[src/rtl/kpc_pkg.sv]
// Shared types and constants for the key press classifier.
// Used by kpc_hold_key and key_press_classifier_core; depends on nothing else.
package kpc_pkg;

  localparam int CFG_W = 12;
  localparam int IDX_W = 3;

  typedef enum logic [IDX_W-1:0] {
    REG_SHORT_MIN   = 3'd0,
    REG_LONG_MIN    = 3'd1,
    REG_LONG_MAX    = 3'd2,
    REG_STUCK_LIMIT = 3'd3,
    REG_SET_LONG    = 3'd4,
    REG_COMBO       = 3'd5,
    REG_IDLE_NOTICE = 3'd6
  } reg_idx_t;

  localparam logic [CFG_W-1:0] SHORT_MIN_RST   = 12'd10;
  localparam logic [CFG_W-1:0] LONG_MIN_RST    = 12'd60;
  localparam logic [CFG_W-1:0] LONG_MAX_RST    = 12'd1200;
  localparam logic [CFG_W-1:0] STUCK_LIMIT_RST = 12'd3000;
  localparam logic [CFG_W-1:0] SET_LONG_RST    = 12'd300;
  localparam logic [CFG_W-1:0] COMBO_RST       = 12'd300;
  localparam logic [CFG_W-1:0] IDLE_NOTICE_RST = 12'd1500;

  // Thresholds that every hold-counted key needs.
  typedef struct packed {
    logic [CFG_W-1:0] short_min;
    logic [CFG_W-1:0] long_min;
    logic [CFG_W-1:0] long_max;
    logic [CFG_W-1:0] stuck_limit;
  } hold_cfg_t;

  // What one hold-counted key reports for the current word.
  typedef struct packed {
    logic click;
    logic stuck_hit;
    logic hold;
  } hold_status_t;

endpackage

[src/rtl/kpc_hold_key.sv]
// Hold counter, hold flag and click detection for one of the up, clear, av keys.
// Depends on kpc_pkg for the threshold and status structs.
module kpc_hold_key #(
  parameter int COUNT_BITS = 12
) (
  input  logic                 clk,
  input  logic                 rst,
  input  logic                 en,
  input  logic                 pressed,
  input  kpc_pkg::hold_cfg_t   cfg,
  output kpc_pkg::hold_status_t status
);

  localparam int CmpW = (COUNT_BITS > kpc_pkg::CFG_W) ? COUNT_BITS : kpc_pkg::CFG_W;
  localparam logic [COUNT_BITS-1:0] CntMax = '1;

  logic [COUNT_BITS-1:0] count, count_next;
  logic                  flag, flag_next;
  logic [CmpW-1:0]       cnt_w, next_w;

  assign cnt_w  = CmpW'(count);
  assign next_w = CmpW'(count_next);

  always_comb begin
    count_next       = count;
    flag_next        = flag;
    status.click     = 1'b0;
    status.stuck_hit = 1'b0;
    if (pressed) begin
      if (cnt_w < CmpW'(cfg.stuck_limit)) begin
        count_next = (count == CntMax) ? count : count + 1'b1;
      end else begin
        count_next = COUNT_BITS'(cfg.stuck_limit);
      end
      flag_next = (next_w < CmpW'(cfg.long_max)) && (next_w > CmpW'(cfg.long_min));
    end else begin
      // A release that is neither a click nor at the limit keeps the flag.
      if ((cnt_w < CmpW'(cfg.long_min)) && (cnt_w > CmpW'(cfg.short_min))) begin
        status.click = 1'b1;
        flag_next    = 1'b0;
      end else if (cnt_w == CmpW'(cfg.stuck_limit)) begin
        status.stuck_hit = 1'b1;
        flag_next        = 1'b0;
      end
      count_next = '0;
    end
    status.hold = flag_next;
  end

  always_ff @(posedge clk) begin
    if (rst) begin
      count <= '0;
      flag  <= 1'b0;
    end else if (en) begin
      count <= count_next;
      flag  <= flag_next;
    end
  end

endmodule

[src/rtl/key_press_classifier_core.sv]
// Top level of the four-key press classifier: config registers, set-key logic,
// idle and busy counters and the result register. Uses kpc_pkg and kpc_hold_key.
//
// Usage: each input word is one scan tick with the pressed levels of the set,
// up, clear and av keys (1 = pressed), sent on in_valid / in_ready. Every word
// produces exactly one result word on out_valid / out_ready carrying click
// pulses, long set and combo events, the three hold flags, idle_notice,
// idle_long and stuck.
// The result of an accepted word is registered and shows from the
// next cycle. Throughput is one word per cycle while results are taken; the
// result register is the only stage, accepting a new word in the same cycle
// its result is taken, so in_ready follows out_ready while a result waits.
// When the receiver stalls, the result holds and in_ready drops until it is
// taken. Thresholds are written through cfg_we / cfg_index / cfg_data while
// no word is in flight; indexes beyond the last register are ignored.
// Synchronous reset loads the default thresholds, clears every counter and
// flag and empties the result register.
module key_press_classifier_core #(
  parameter int COUNT_BITS = 12
) (
  input  logic                          clk,
  input  logic                          rst,
  input  logic                          cfg_we,
  input  logic [kpc_pkg::IDX_W-1:0]     cfg_index,
  input  logic [kpc_pkg::CFG_W-1:0]     cfg_data,
  input  logic                          in_valid,
  output logic                          in_ready,
  input  logic                          set_pressed,
  input  logic                          up_pressed,
  input  logic                          clear_pressed,
  input  logic                          av_pressed,
  output logic                          out_valid,
  input  logic                          out_ready,
  output logic                          set_click,
  output logic                          up_click,
  output logic                          clear_click,
  output logic                          av_click,
  output logic                          long_set_event,
  output logic                          combo_event,
  output logic                          up_hold,
  output logic                          clear_hold,
  output logic                          av_hold,
  output logic                          idle_notice,
  output logic                          idle_long,
  output logic                          stuck
);

  localparam int CmpW = (COUNT_BITS > kpc_pkg::CFG_W) ? COUNT_BITS : kpc_pkg::CFG_W;
  localparam logic [COUNT_BITS-1:0] CntMax = '1;

  function automatic logic [COUNT_BITS-1:0] inc_sat(input logic [COUNT_BITS-1:0] v);
    return (v == CntMax) ? v : v + 1'b1;
  endfunction

  // Configuration registers.
  logic [kpc_pkg::CFG_W-1:0] short_min, long_min, long_max, stuck_limit;
  logic [kpc_pkg::CFG_W-1:0] set_long_ticks, combo_ticks, idle_notice_ticks;

  always_ff @(posedge clk) begin
    if (rst) begin
      short_min         <= kpc_pkg::SHORT_MIN_RST;
      long_min          <= kpc_pkg::LONG_MIN_RST;
      long_max          <= kpc_pkg::LONG_MAX_RST;
      stuck_limit       <= kpc_pkg::STUCK_LIMIT_RST;
      set_long_ticks    <= kpc_pkg::SET_LONG_RST;
      combo_ticks       <= kpc_pkg::COMBO_RST;
      idle_notice_ticks <= kpc_pkg::IDLE_NOTICE_RST;
    end else if (cfg_we) begin
      unique case (cfg_index)
        kpc_pkg::REG_SHORT_MIN:   short_min         <= cfg_data;
        kpc_pkg::REG_LONG_MIN:    long_min          <= cfg_data;
        kpc_pkg::REG_LONG_MAX:    long_max          <= cfg_data;
        kpc_pkg::REG_STUCK_LIMIT: stuck_limit       <= cfg_data;
        kpc_pkg::REG_SET_LONG:    set_long_ticks    <= cfg_data;
        kpc_pkg::REG_COMBO:       combo_ticks       <= cfg_data;
        kpc_pkg::REG_IDLE_NOTICE: idle_notice_ticks <= cfg_data;
        default: ;
      endcase
    end
  end

  logic accept;
  assign in_ready = !out_valid || out_ready;
  assign accept   = in_valid && in_ready;

  // Hold-counted keys.
  kpc_pkg::hold_cfg_t    hold_cfg;
  kpc_pkg::hold_status_t up_st, clear_st, av_st;

  assign hold_cfg.short_min   = short_min;
  assign hold_cfg.long_min    = long_min;
  assign hold_cfg.long_max    = long_max;
  assign hold_cfg.stuck_limit = stuck_limit;

  kpc_hold_key #(.COUNT_BITS(COUNT_BITS)) u_up (
    .clk(clk), .rst(rst), .en(accept), .pressed(up_pressed), .cfg(hold_cfg), .status(up_st)
  );
  kpc_hold_key #(.COUNT_BITS(COUNT_BITS)) u_clear (
    .clk(clk), .rst(rst), .en(accept), .pressed(clear_pressed), .cfg(hold_cfg),
    .status(clear_st)
  );
  kpc_hold_key #(.COUNT_BITS(COUNT_BITS)) u_av (
    .clk(clk), .rst(rst), .en(accept), .pressed(av_pressed), .cfg(hold_cfg), .status(av_st)
  );

  // State.
  logic                  set_last_level, set_last_level_next;
  logic                  set_suppress, set_suppress_next;
  logic [COUNT_BITS-1:0] long_set_count, long_set_count_next;
  logic [COUNT_BITS-1:0] combo_count, combo_count_next;
  logic [COUNT_BITS-1:0] idle_count, idle_count_next;
  logic [COUNT_BITS-1:0] busy_count, busy_count_next;
  logic                  stuck_flag, stuck_flag_next;
  logic                  idle_long_flag, idle_long_flag_next;

  logic any_key, set_click_c, long_ev_c, combo_ev_c, notice_c, busy_sat;
  logic [CmpW-1:0] lim_w;

  assign any_key = set_pressed | up_pressed | clear_pressed | av_pressed;
  assign lim_w   = CmpW'(stuck_limit);

  always_comb begin
    set_click_c         = !set_pressed && set_last_level && !set_suppress;
    set_last_level_next = set_pressed;
    // A press edge clears suppression; a release keeps it.
    set_suppress_next   = (set_pressed && !set_last_level) ? 1'b0 : set_suppress;

    long_ev_c           = 1'b0;
    long_set_count_next = '0;
    if (set_pressed && !av_pressed && !up_pressed) begin
      if (CmpW'(long_set_count) >= CmpW'(set_long_ticks)) begin
        set_suppress_next = 1'b1;
        long_ev_c         = 1'b1;
      end else begin
        long_set_count_next = inc_sat(long_set_count);
      end
    end

    combo_ev_c       = 1'b0;
    combo_count_next = '0;
    if (av_pressed && set_pressed) begin
      if (CmpW'(combo_count) >= CmpW'(combo_ticks)) begin
        set_suppress_next = 1'b0;
        combo_ev_c        = 1'b1;
        combo_count_next  = combo_count;
      end else begin
        combo_count_next = inc_sat(combo_count);
      end
    end

    notice_c            = 1'b0;
    idle_count_next     = '0;
    idle_long_flag_next = 1'b0;
    if (!any_key) begin
      idle_long_flag_next = idle_long_flag;
      if (CmpW'(idle_count) < CmpW'(idle_notice_ticks)) begin
        idle_count_next = inc_sat(idle_count);
      end else begin
        notice_c = 1'b1;
        if (CmpW'(idle_count) < lim_w) begin
          idle_count_next = inc_sat(idle_count);
        end else begin
          idle_count_next     = COUNT_BITS'(stuck_limit);
          idle_long_flag_next = 1'b1;
        end
      end
    end

    busy_sat        = 1'b0;
    busy_count_next = '0;
    if (any_key) begin
      if (CmpW'(busy_count) < lim_w) begin
        busy_count_next = inc_sat(busy_count);
      end else begin
        busy_count_next = COUNT_BITS'(stuck_limit);
        busy_sat        = 1'b1;
      end
    end

    // Any tick with every key released clears stuck, even one that saw a
    // release at the limit.
    stuck_flag_next = any_key && (stuck_flag || busy_sat || up_st.stuck_hit ||
                                  clear_st.stuck_hit || av_st.stuck_hit);
  end

  always_ff @(posedge clk) begin
    if (rst) begin
      set_last_level <= 1'b0;
      set_suppress   <= 1'b0;
      long_set_count <= '0;
      combo_count    <= '0;
      idle_count     <= '0;
      busy_count     <= '0;
      stuck_flag     <= 1'b0;
      idle_long_flag <= 1'b0;
    end else if (accept) begin
      set_last_level <= set_last_level_next;
      set_suppress   <= set_suppress_next;
      long_set_count <= long_set_count_next;
      combo_count    <= combo_count_next;
      idle_count     <= idle_count_next;
      busy_count     <= busy_count_next;
      stuck_flag     <= stuck_flag_next;
      idle_long_flag <= idle_long_flag_next;
    end
  end

  // Result register.
  always_ff @(posedge clk) begin
    if (rst) begin
      out_valid <= 1'b0;
    end else if (in_ready) begin
      out_valid <= in_valid;
    end
  end

  always_ff @(posedge clk) begin
    if (accept) begin
      set_click      <= set_click_c;
      up_click       <= up_st.click;
      clear_click    <= clear_st.click;
      av_click       <= av_st.click;
      long_set_event <= long_ev_c;
      combo_event    <= combo_ev_c;
      up_hold        <= up_st.hold;
      clear_hold     <= clear_st.hold;
      av_hold        <= av_st.hold;
      idle_notice    <= notice_c;
      idle_long      <= idle_long_flag_next;
      stuck          <= stuck_flag_next;
    end
  end

  a_accept_gives_result: assert property (@(posedge clk) disable iff (rst)
    accept |=> out_valid)
    else $error("accepted word produced no result");

  a_stuck_idle_exclusive: assert property (@(posedge clk) disable iff (rst)
    out_valid |-> !(stuck && idle_long))
    else $error("stuck and idle_long raised together");

  a_events_exclusive: assert property (@(posedge clk) disable iff (rst)
    out_valid |-> !(combo_event && long_set_event))
    else $error("combo and long set event in the same word");

  a_click_drops_hold: assert property (@(posedge clk) disable iff (rst)
    out_valid |-> !(up_click && up_hold) && !(clear_click && clear_hold) &&
                  !(av_click && av_hold))
    else $error("click reported with hold flag still set");

  a_notice_not_stuck: assert property (@(posedge clk) disable iff (rst)
    out_valid && idle_notice |-> !stuck)
    else $error("idle notice while stuck");

endmodule

[config.mk]
export PLATFORM = sky130hd
export DESIGN_NAME = key_press_classifier_core
export DESIGN_NICKNAME = d
export VERILOG_FILES = /design/src/rtl/kpc_pkg.sv /design/src/rtl/kpc_hold_key.sv /design/src/rtl/key_press_classifier_core.sv
export SDC_FILE = /design/constraint.sdc
export NUM_CORES = 1
export LEC_CHECK = 0
export BUFFER_PORTS_ARGS = -buffer_cell sky130_fd_sc_hd__buf_2
export CAP_MARGIN = 15
export CORE_UTILIZATION = 64
export DETAILED_ROUTE_END_ITERATION = 8
export PLACE_DENSITY = 0.81
export SYNTH_ARGS = -nofsm -noshare
export SYNTH_HDL_FRONTEND = slang
export SYNTH_HIERARCHICAL = 1
export SYNTH_SLANG_ARGS = --single-unit
export TNS_END_PERCENT = 1
[constraint.sdc]
create_clock -name clk -period 5 [get_ports clk]
set_input_delay 1 -clock clk [delete_from_list [all_inputs] [get_ports clk]]
set_output_delay 1 -clock clk [all_outputs]
set_load 0.03 [all_outputs]
# Yosys cells after proc, flatten, opt, wreduce, memory -nomap -nowiden
# Index checks and enable logic that the tools add are counted.
dict set report classes {
  magnitude_cmp 20
  n_eq_ne 20
  mux 56
  n_addsub 7
  reduce_logical 36
  n_bitwise 3
}
# op n
set op_table {}
lappend op_table {{$mux W12} 22}
lappend op_table {{$lt A12 B12 Y1} 12}
lappend op_table {{$add A12 B1 Y12 const B} 7}
lappend op_table {{$eq A12 B12 Y1 const B} 7}
lappend op_table {{$gt A12 B12 Y1} 6}
lappend op_table {{$eq A12 B12 Y1} 3}
lappend op_table {{$mux W1} 34}
lappend op_table {{$ge A12 B12 Y1} 2}
lappend op_table {{$reduce_and A2 Y1} 9}
lappend op_table {{$logic_and A1 B1 Y1} 14}
lappend op_table {{$eq A3 B3 Y1 const B} 3}
lappend op_table {{$eq A3 B2 Y1 const B} 2}
lappend op_table {{$logic_not A1 Y1} 6}
lappend op_table {{$ne A3 B3 Y1 const B} 2}
lappend op_table {{$logic_or A1 B1 Y1} 5}
lappend op_table {{$ne A2 B2 Y1 const B} 2}
lappend op_table {{$eq A3 B1 Y1 const B} 1}
lappend op_table {{$logic_not A3 Y1} 1}
lappend op_table {{$or A1 B1 Y1} 3}
lappend op_table {{$reduce_and A3 Y1} 1}
dict set report word_totals {
  elab_cells 176
  output_inout_bits 14
  regBits 188
  inputBits 24
}

# Logic depth before layout (Yosys ltp)
# Gate-level depths: netlist (run 1).
dict set report depth {
  ltp_word 9
  depth_mapped 20
  ltp_nobuf 17
}

# Hierarchy
# The synthesis (run 1) kept the hierarchy.
# module cells_each seq_area_each_um2 n_inst area_each_um2
set modules_own_cells {}
lappend modules_own_cells {key_press_classifier_core 949 3103.0 1 7609.8}
lappend modules_own_cells {{kpc_hold_key (u_av)} 320 260.2 1 2456.1}
lappend modules_own_cells {{kpc_hold_key (u_up)} 320 260.2 1 2448.6}
lappend modules_own_cells {{kpc_hold_key (u_clear)} 316 260.2 1 2366.0}

# Worst setup path before layout (run 1)
# OpenSTA, ideal clock, no wires.
dict set report synth_timing {
  path_type {register -> register}
  from {register stuck_limit (netlist bit lim_w[3])}
  to {register av_hold (data pin)}
  path_buffers 2
  path_slack_ns 1.336
  stages_incl_launch_ff 18
  synth_period_minus_slack_ns 3.664
  t_arrival_ns 3.538
  required_ns 4.875
  setup_time_ns 0.125
  path_cell_list {dfxtp_1 -> inv_1 -> ha_1 -> a211o_1 -> o22a_1 -> nor3_2 -> buf_2 -> nand2_1 -> o211a_1 -> ha_1 -> a211oi_1 -> o21ai_0 -> a211oi_1 -> o21ai_0 -> a31oi_1 -> nand3_1 -> nand2_1 -> buf_4}
}
dict set report synth_via {
  elab_chain_len 6
  elab_cells_between_ends 10
  classes_between {order compare (3); eq/ne (1); mux (5); reduce/logical (1)}
}
# item line
set synth_rtl {}
lappend synth_rtl {{start, declared} key_press_classifier_core.sv:56} ;# logic [kpc_pkg::CFG_W-1:0] short_min, long_min, long_max, stuck_limit;
lappend synth_rtl {{start signal, assigned} key_press_classifier_core.sv:64} ;# stuck_limit <= kpc_pkg::STUCK_LIMIT_RST;
lappend synth_rtl {{start signal, assigned} key_press_classifier_core.sv:73} ;# kpc_pkg::REG_STUCK_LIMIT: stuck_limit <= cfg_data;
lappend synth_rtl {{$lt A12 B12 Y1 (*)} kpc_hold_key.sv:30} ;# if (cnt_w < CmpW'(cfg.stuck_limit)) begin
lappend synth_rtl {{$mux W12 (*)} kpc_hold_key.sv:30}
lappend synth_rtl {{$mux W12 (*)} kpc_hold_key.sv:29} ;# if (pressed) begin
lappend synth_rtl {{net u_av.count_next[5]} kpc_hold_key.sv:17} ;# logic [COUNT_BITS-1:0] count, count_next;
lappend synth_rtl {{$lt A12 B12 Y1 / $gt A12 B12 Y1 (equally long branches)} kpc_hold_key.sv:35} ;# flag_next = (next_w < CmpW'(cfg.long_max)) && (next_w > CmpW'(cfg.long_min));
lappend synth_rtl {{$logic_and A1 B1 Y1 (*)} kpc_hold_key.sv:35}
lappend synth_rtl {{$mux W1 (*)} kpc_hold_key.sv:29}
lappend synth_rtl {{net u_av.flag_next} kpc_hold_key.sv:18} ;# logic flag, flag_next;
lappend synth_rtl {{end signal, assigned} key_press_classifier_core.sv:227} ;# av_hold <= av_st.hold;
lappend synth_rtl {{end, declared} key_press_classifier_core.sv:42} ;# output logic av_hold,
# The timed path passes the listed nets; every way through them passes the cells marked *.
# A chain may end at the register's enable or synchronous reset.

==> results of run 1 <==
-- per-stage QoR --
step	power [mW]	util (%)
finish	3.306	70.08
global route	3.406	70.08
CTS	3.309	70.08
detailed placement	1.926	67.42
global placement	1.914	67.42
floorplan	1.802	-
-- where the power goes --
part,switching [mW],internal [mW],total (mW)
registers,0.0402,1.54,1.58
clock network,0.710,0.692,1.40
logic,0.221,0.104,0.325
total,0.971,2.34,3.31
-- worst paths after layout --
path                      endpoint             startpoint  slack [ps]  cells past startpoint
max                     clear_hold               lim_w[9]         690                     17
max reg2reg             clear_hold               lim_w[9]         690                     17
min          idle_notice_ticks[11]  idle_notice_ticks[11]         460                      2
min reg2reg  idle_notice_ticks[11]  idle_notice_ticks[11]         460                      2
-- registers in the layout, indices dropped and copies added (netlist names), 12 cells and up --
signal,cells
busy_count,12
combo_count,12
combo_ticks,12
idle_count,12
idle_notice_ticks,12
lim_w,12
long_max,12
long_min,12
long_set_count,12
set_long_ticks,12
short_min,12
u_av/cnt_w,12
u_clear/cnt_w,12
u_up/cnt_w,12
-- layout by cell type, fill, tap and decap left out, types with 8 or more instances in the layout --
master / instances
edfxtp_1: 12
buf_2: 36
nor2_1: 88
nand2b_1: 39
xor2_1: 26
and4_1: 12
clkbuf_16: 17
a21oi_1: 183
o211ai_1: 12
a211o_1: 12
buf_4: 27
nand4_1: 57
inv_1: 204
nand2_1: 258
o2111ai_1: 11
mux2i_1: 25
ha_1: 238
nand3_1: 72
o211a_1: 8
a211oi_1: 23
o21ai_0: 55
or3_1: 10
a31oi_1: 15
and2_1: 12
o22ai_1: 8
nor2b_1: 38
and3_1: 25
dfxtp_1: 176
nand3b_1: 39
nor3_1: 35
a21o_1: 28
nor3b_1: 8
-- worst min-delay path, stage by stage, from the launching register on --
cell and delay (ps):
dfxtp_1 320, nand2_1 50, a21oi_1 50
-- logic make-up after synthesis --
group                      after synthesis
and+or+nand+nor                        732
AOI/OAI and AO/OA                      415
buffers and inverters                  274
adders and majority gates              238
DFF                                    188
xor gates and xnor gates                30
muxes                                   28
-- cell type report --
class,instances,area share (%)
clock buffer,18,2.760
timing repair buffer,63,2.406
tap,285,2.241
inverter,206,4.859
multi-input combinational,1443,62.30
clock inverter,14,1.030
sequential,188,24.40
-- metal layers --
metal / wire [um] / share of wire, % / GRT usage (%) / vias to the layer above
met1: 19090 / 42 / 50.89 / 6817
met3: 4704 / 10 / 8.294 / 151
met4: 2238 / 4.9 / 20.23 / 0
met5: 0 / 0 / 0 / -
li1: - / - / - / 6794
met2: 19810 / 43 / 58.44 / 745
==> impl_metrics.py, run 1 <==
metrics = {
    "floorplan": {
        "io_pins": 38,
        "fp.dieW_um": 154.5,
        "initial_utilization_pct": 65.53,
        "row_count": 55,
        "die_h_um": 154.5,
        "die_area_um2": 23860,
        "core-area_um2": 22710,
    },
    "critical_path": {
        "cp_slowest_stage_delay_ps": 690,
        "critPathTopFamily": "compound AO/OA/AOI/OAI gates",
        "critical_path.n_buffers_inverters": 1,
        "path_max_fanout": 20,
        "crit_chain": "inv_1 > ha_1 > nand4_1 > or2_1 > a21oi_1 > a2111o_1 > a311oi_1 > a21oi_1 > nor2b_1 > ha_1 > nand4_1 > nor3_1 > nor4b_1 > nand2_1 > a211oi_1 > o21ai_0 > o41ai_1",
        "crit_type": "reg2reg",
        "crit_arrival_ps": 4560,
        "critPathCaptureType": "flop",
        "cp_slowest_cell": "dfxtp_1",
        "worstSetupStartpointType": "flop",
        "critPathRequiredTime_ps": 5250,
    },
    "clocking": {
        "htree_levels": 4,
        "post-cts-setup-buffers": 0,
        "ctsResizeCount": 0,
        "hold_buffers": 0,
        "cts_sinks": 188,
        "clk_path_buf_depth": 2,
        "numCtsBuffers": 17,
        "clk_pin_slew_ps": 80,
        "clock_latency_ps": 450,
        "cts_tree": "yes",
        "root_buffer": "clkbuf_16",
    },
    "synth": {
        "yosys.area_share.simple_pct": 25.39,
        "ys_ff_latch": 188,
        "synth_compound_area_share_pct": 17.44,
        "synthMuxAreaShare_pct": 1.909,
        "synth_nets": 2167,
        "syn_inst": 1905,
        "synth-xor-area-share_pct": 1.816,
        "synth_top_family_by_area": "simple AND/OR/NAND/NOR gates",
        "syn-cell-area_um2": 14880,
        "synth_cell_type_count": 82,
        "synth_edf_count": 12,
        "synth_area_leaders": "dfxtp_1 (24%), ha_1 (20%), nand2_1 (6.5%)",
        "ys_seq_area_share_pct": 26.10,
        "synth.largest_area_cell": "dfxtp_1",
        "synthAdderAreaFrac_pct": 20.01,
        "netlist.area_leader.share_pct": 23.68,
        "synth_commonest_cells": "nand2_1 (258), ha_1 (238), inv_1 (205)",
        "synthFlopType": "dfxtp_1",
        "yosysMostFrequentCell": "nand2_1",
        "async_flop_share_pct": 0,
        "ys_warn_count": 6,
        "synth.avg_cell_area_um2": 7.811,
    },
    "placed_design": {
        "dp_slack_ps": 825.5,
        "io_buffers": 37,
        "post-place-cells": 2185,
        "gp_congestion": 0.9924,
        "post_dp_cell_area_um2": 15310,
        "hpwl_um": 33450,
    },
    "sta": {
        "max_freq_ghz": 0.2318,
        "fin_ws_ps": 686.6,
        "hold_viol": 0,
        "relSlewSlack_pct": 34.05,
        "report.final.setup_viol": 0,
        "rsz0062_at_grt": "no",
        "min_period_ps": 4313,
        "worst_slew_pin_slew_ps": 985.6,
        "skew_ps": 16.15,
        "drv_slew": 0,
        "post-route-period-util_pct": 86.27,
        "tns_ps": 0,
        "holdWs_ps": 460.8,
    },
    "routing": {
        "final_antenna_net_count": 0,
        "num_vias": 14510,
        "viasPerCell": 6.544,
        "drc": 0,
        "wl_per_cell_um": 20.68,
        "drt_iter0_drc": 1481,
        "drt-pass1-iter-count": 6,
        "drt_wl_total_um": 45850,
    },
    "grt": {
        "grt_pass1_vias": 13470,
        "grt-ovfl-total": 0,
        "grt_max_degree": 50,
        "grt_usage_pct": 38.39,
        "grt_pass1_wl_um": 71270,
        "antenna_found_initial": 1,
    },
    "pwr": {
        "p_per_area_nw_per_um2": 207.8,
        "p_leak_nw": 7.533,
        "max-vdd-ir-drop_mv": 0.2329,
    },
    "hold_path": {
        "hp-class": "reg2reg",
    },
    "run": {
        "max_cap_viol_count": 0,
    },
    "finish": {
        "design_area_um2": 15910,
        "antenna_cells": 0,
        "layout-drive-gt1-share_pct": 6.418,
        "nFillCells": 1882,
        "finalNetCount": 2181,
        "layout.cells.non_filler": 2217,
        "seqCellArea_um2": 3884,
        "multi_input_area_um2": 9915,
        "area_growth_pct": 6.945,
    },
    "outcome": {
        "status": "finished, final reports clean",
    },
}
(Power assumes the default switching activity.)
==> run 2: changes to the inputs <==
--- a/config.mk
+++ b/config.mk
@@ -7,9 +7,9 @@
 export LEC_CHECK = 0
 export BUFFER_PORTS_ARGS = -buffer_cell sky130_fd_sc_hd__buf_2
 export CAP_MARGIN = 15
-export CORE_UTILIZATION = 64
+export CORE_UTILIZATION = 65
 export DETAILED_ROUTE_END_ITERATION = 8
-export PLACE_DENSITY = 0.81
+export PLACE_DENSITY = 0.82
 export SYNTH_ARGS = -nofsm -noshare
 export SYNTH_HDL_FRONTEND = slang
 export SYNTH_HIERARCHICAL = 1
==> constraint.sdc (replaced) <==
create_clock -name clk -period 5.2 [get_ports clk]
set_input_delay 1.04 -clock clk [delete_from_list [all_inputs] [get_ports clk]]
set_output_delay 1.04 -clock clk [all_outputs]
set_load 0.03 [all_outputs]
==> run 2 against run 1 <==
Utilization increased by 1.3 points. Via count fell by 1.4%. Die area shrank 1.5%. Register-to-register slack improved by 70 ps. Global-route usage down 0.33 points. Clock-buffer cell count stayed put. Sequential share of layout area grew 0.15 points. Highest routed layer is now met5. Critical path depth shrank 1.
==> impl_metrics.py, run 2 (synthesized netlist as in run 1, its figures left out) <==
metrics = {
    "grt": {
        "grt_usage_pct": 38.06,
        "grt-ovfl-total": 0,
        "grt_pass1_wl_um": 70350,
        "antenna_found_initial": 5,
        "grt_max_degree": 60,
        "grt_pass1_vias": 13450,
    },
    "clocking": {
        "clk_pin_slew_ps": 80,
        "clk_path_buf_depth": 2,
        "cts_sinks": 188,
        "ctsResizeCount": 0,
        "hold_buffers": 0,
        "post-cts-setup-buffers": 0,
        "htree_levels": 4,
        "cts_tree": "yes",
        "root_buffer": "clkbuf_16",
        "clock_latency_ps": 450,
        "numCtsBuffers": 17,
    },
    "routing": {
        "viasPerCell": 6.499,
        "drt_iter0_drc": 1469,
        "final_antenna_net_count": 0,
        "drt-pass1-iter-count": 5,
        "wl_per_cell_um": 20.24,
        "num_vias": 14310,
        "drt_wl_total_um": 44550,
        "drc": 0,
    },
    "finish": {
        "finalNetCount": 2168,
        "final_util_pct": 71.36,
        "area_growth_pct": 6.272,
        "layout-drive-gt1-share_pct": 5.732,
        "final_cell_mix": "nand2_1 (258), ha_1 (238), inv_1 (204)",
        "layout.cells.most_common": "nand2_1",
    },
    "critical_path": {
        "crit_chain": "inv_1 > ha_1 > nand4_1 > or2_1 > a21oi_1 > a2111o_1 > nor2_1 > nor3b_1 > ha_1 > nand4_1 > nor3_1 > nor4b_1 > nand2_1 > a211oi_1 > o21ai_0 > o41ai_1",
        "critPathCaptureType": "flop",
        "reg2reg_setup_slack_ps": 750,
        "endpoint": "clear_hold",
        "critPathRequiredTime_ps": 5450,
        "rr_worst_depth": 16,
        "crit_arrival_ps": 4700,
        "cp_slowest_cell": "dfxtp_1",
        "cp_slowest_stage_delay_ps": 760,
        "path_max_fanout": 20,
        "worstSetupStartpointType": "flop",
        "worstReg2RegStart": "lim_w[9]",
        "r2r_end": "clear_hold",
        "crit_type": "reg2reg",
        "worstSetupStartpoint": "lim_w[9]",
    },
    "sta": {
        "rsz0062_at_grt": "no",
        "post-route-period-util_pct": 85.54,
        "relSlewSlack_pct": 39.82,
        "worst_slew_pin_slew_ps": 899.3,
        "report.final.setup_viol": 0,
        "tns_ps": 0,
        "max_freq_ghz": 0.2248,
        "min_period_ps": 4448,
        "skew_ps": 18.71,
        "drv_slew": 0,
        "hold_viol": 0,
    },
    "pwr": {
        "p_per_area_nw_per_um2": 199.6,
        "p_leak_nw": 7.465,
        "max-vdd-ir-drop_mv": 0.2562,
    },
    "floorplan": {
        "fp.dieW_um": 153.3,
        "core-area_um2": 22160,
        "die_h_um": 153.3,
        "row_count": 54,
        "io_pins": 38,
        "initial_utilization_pct": 67.15,
        "die_area_um2": 23500,
    },
    "hold_path": {
        "worstHoldStart": "idle_notice_ticks[9]",
        "hp-class": "reg2reg",
    },
    "outcome": {
        "status": "finished, final reports clean",
    },
    "run": {
        "max_cap_viol_count": 0,
    },
    "placed_design": {
        "gp_congestion": 1.007,
        "hpwl_um": 32540,
        "io_buffers": 37,
    },
}
## run 2: power breakdown
| part | internal (mW) | switching [mW] | leakage (nW) |
|---|---|---|---|
| clock network | 0.661 | 0.676 | 0.293 |
| registers | 1.48 | 0.0430 | 1.55 |
| logic | 0.0974 | 0.198 | 5.63 |
| total | 2.24 | 0.918 | 7.46 |
## run 2: area by class of cell
cell class,count,area (um2)
multi-input combinational,1443,9915
fill,1839,6347
sequential,188,3884
inverter,206,773.2
clock buffer,18,439.2
tap,280,350.3
timing repair buffer,50,285.3
clock inverter,14,162.7
antenna,2,5.005
## run 2: stage by stage
step	instance area, um2	setup slack [ps]	cells	hold slack [ps]	total power [mW]
after floorplan	14880	1536	1905	431.8	1.733
after global placement	15200	1071	2166	443.1	1.831
after detailed placement	15200	892.2	2166	450.3	1.841
after CTS	15800	864.5	2198	461.2	3.152
after global routing	15810	497.3	2200	477.5	3.243
final	15810	751.7	2201	459.5	3.156
## run 2: metal layers
| metal | vias to the layer above | GRT usage [%] | wire (um) |
|---|---|---|---|
| li1 | 6778 | - | - |
| met4 | 4 | 17.41 | 2065 |
| met3 | 139 | 6.861 | 4375 |
| met1 | 6680 | 50.91 | 18810 |
| met2 | 704 | 59.56 | 19260 |
| met5 | - | 0 | 42 |
## run 2: critical path, delay by kind of cell, from the launching register on
kind	cells	cell delay, ps
AOI/OAI and AO/OA	5	1120
adders and majority gates	2	650
buffers and inverters	1	110
DFF	1	760
and+or+nand+nor	8	1610
## run 2: worst min path at each step
| stage | end | slack, ps | cells past startpoint |
|---|---|---|---|
| after global placement | combo_ticks[4] | 440 | 2 |
| after floorplan | idle_notice_ticks[0] | 430 | 2 |
| after CTS | idle_notice_ticks[9] | 460 | 2 |
| final | idle_notice_ticks[9] | 460 | 2 |
| after global routing | combo_ticks[4] | 480 | 2 |
| after detailed placement | idle_notice_ticks[1] | 450 | 2 |
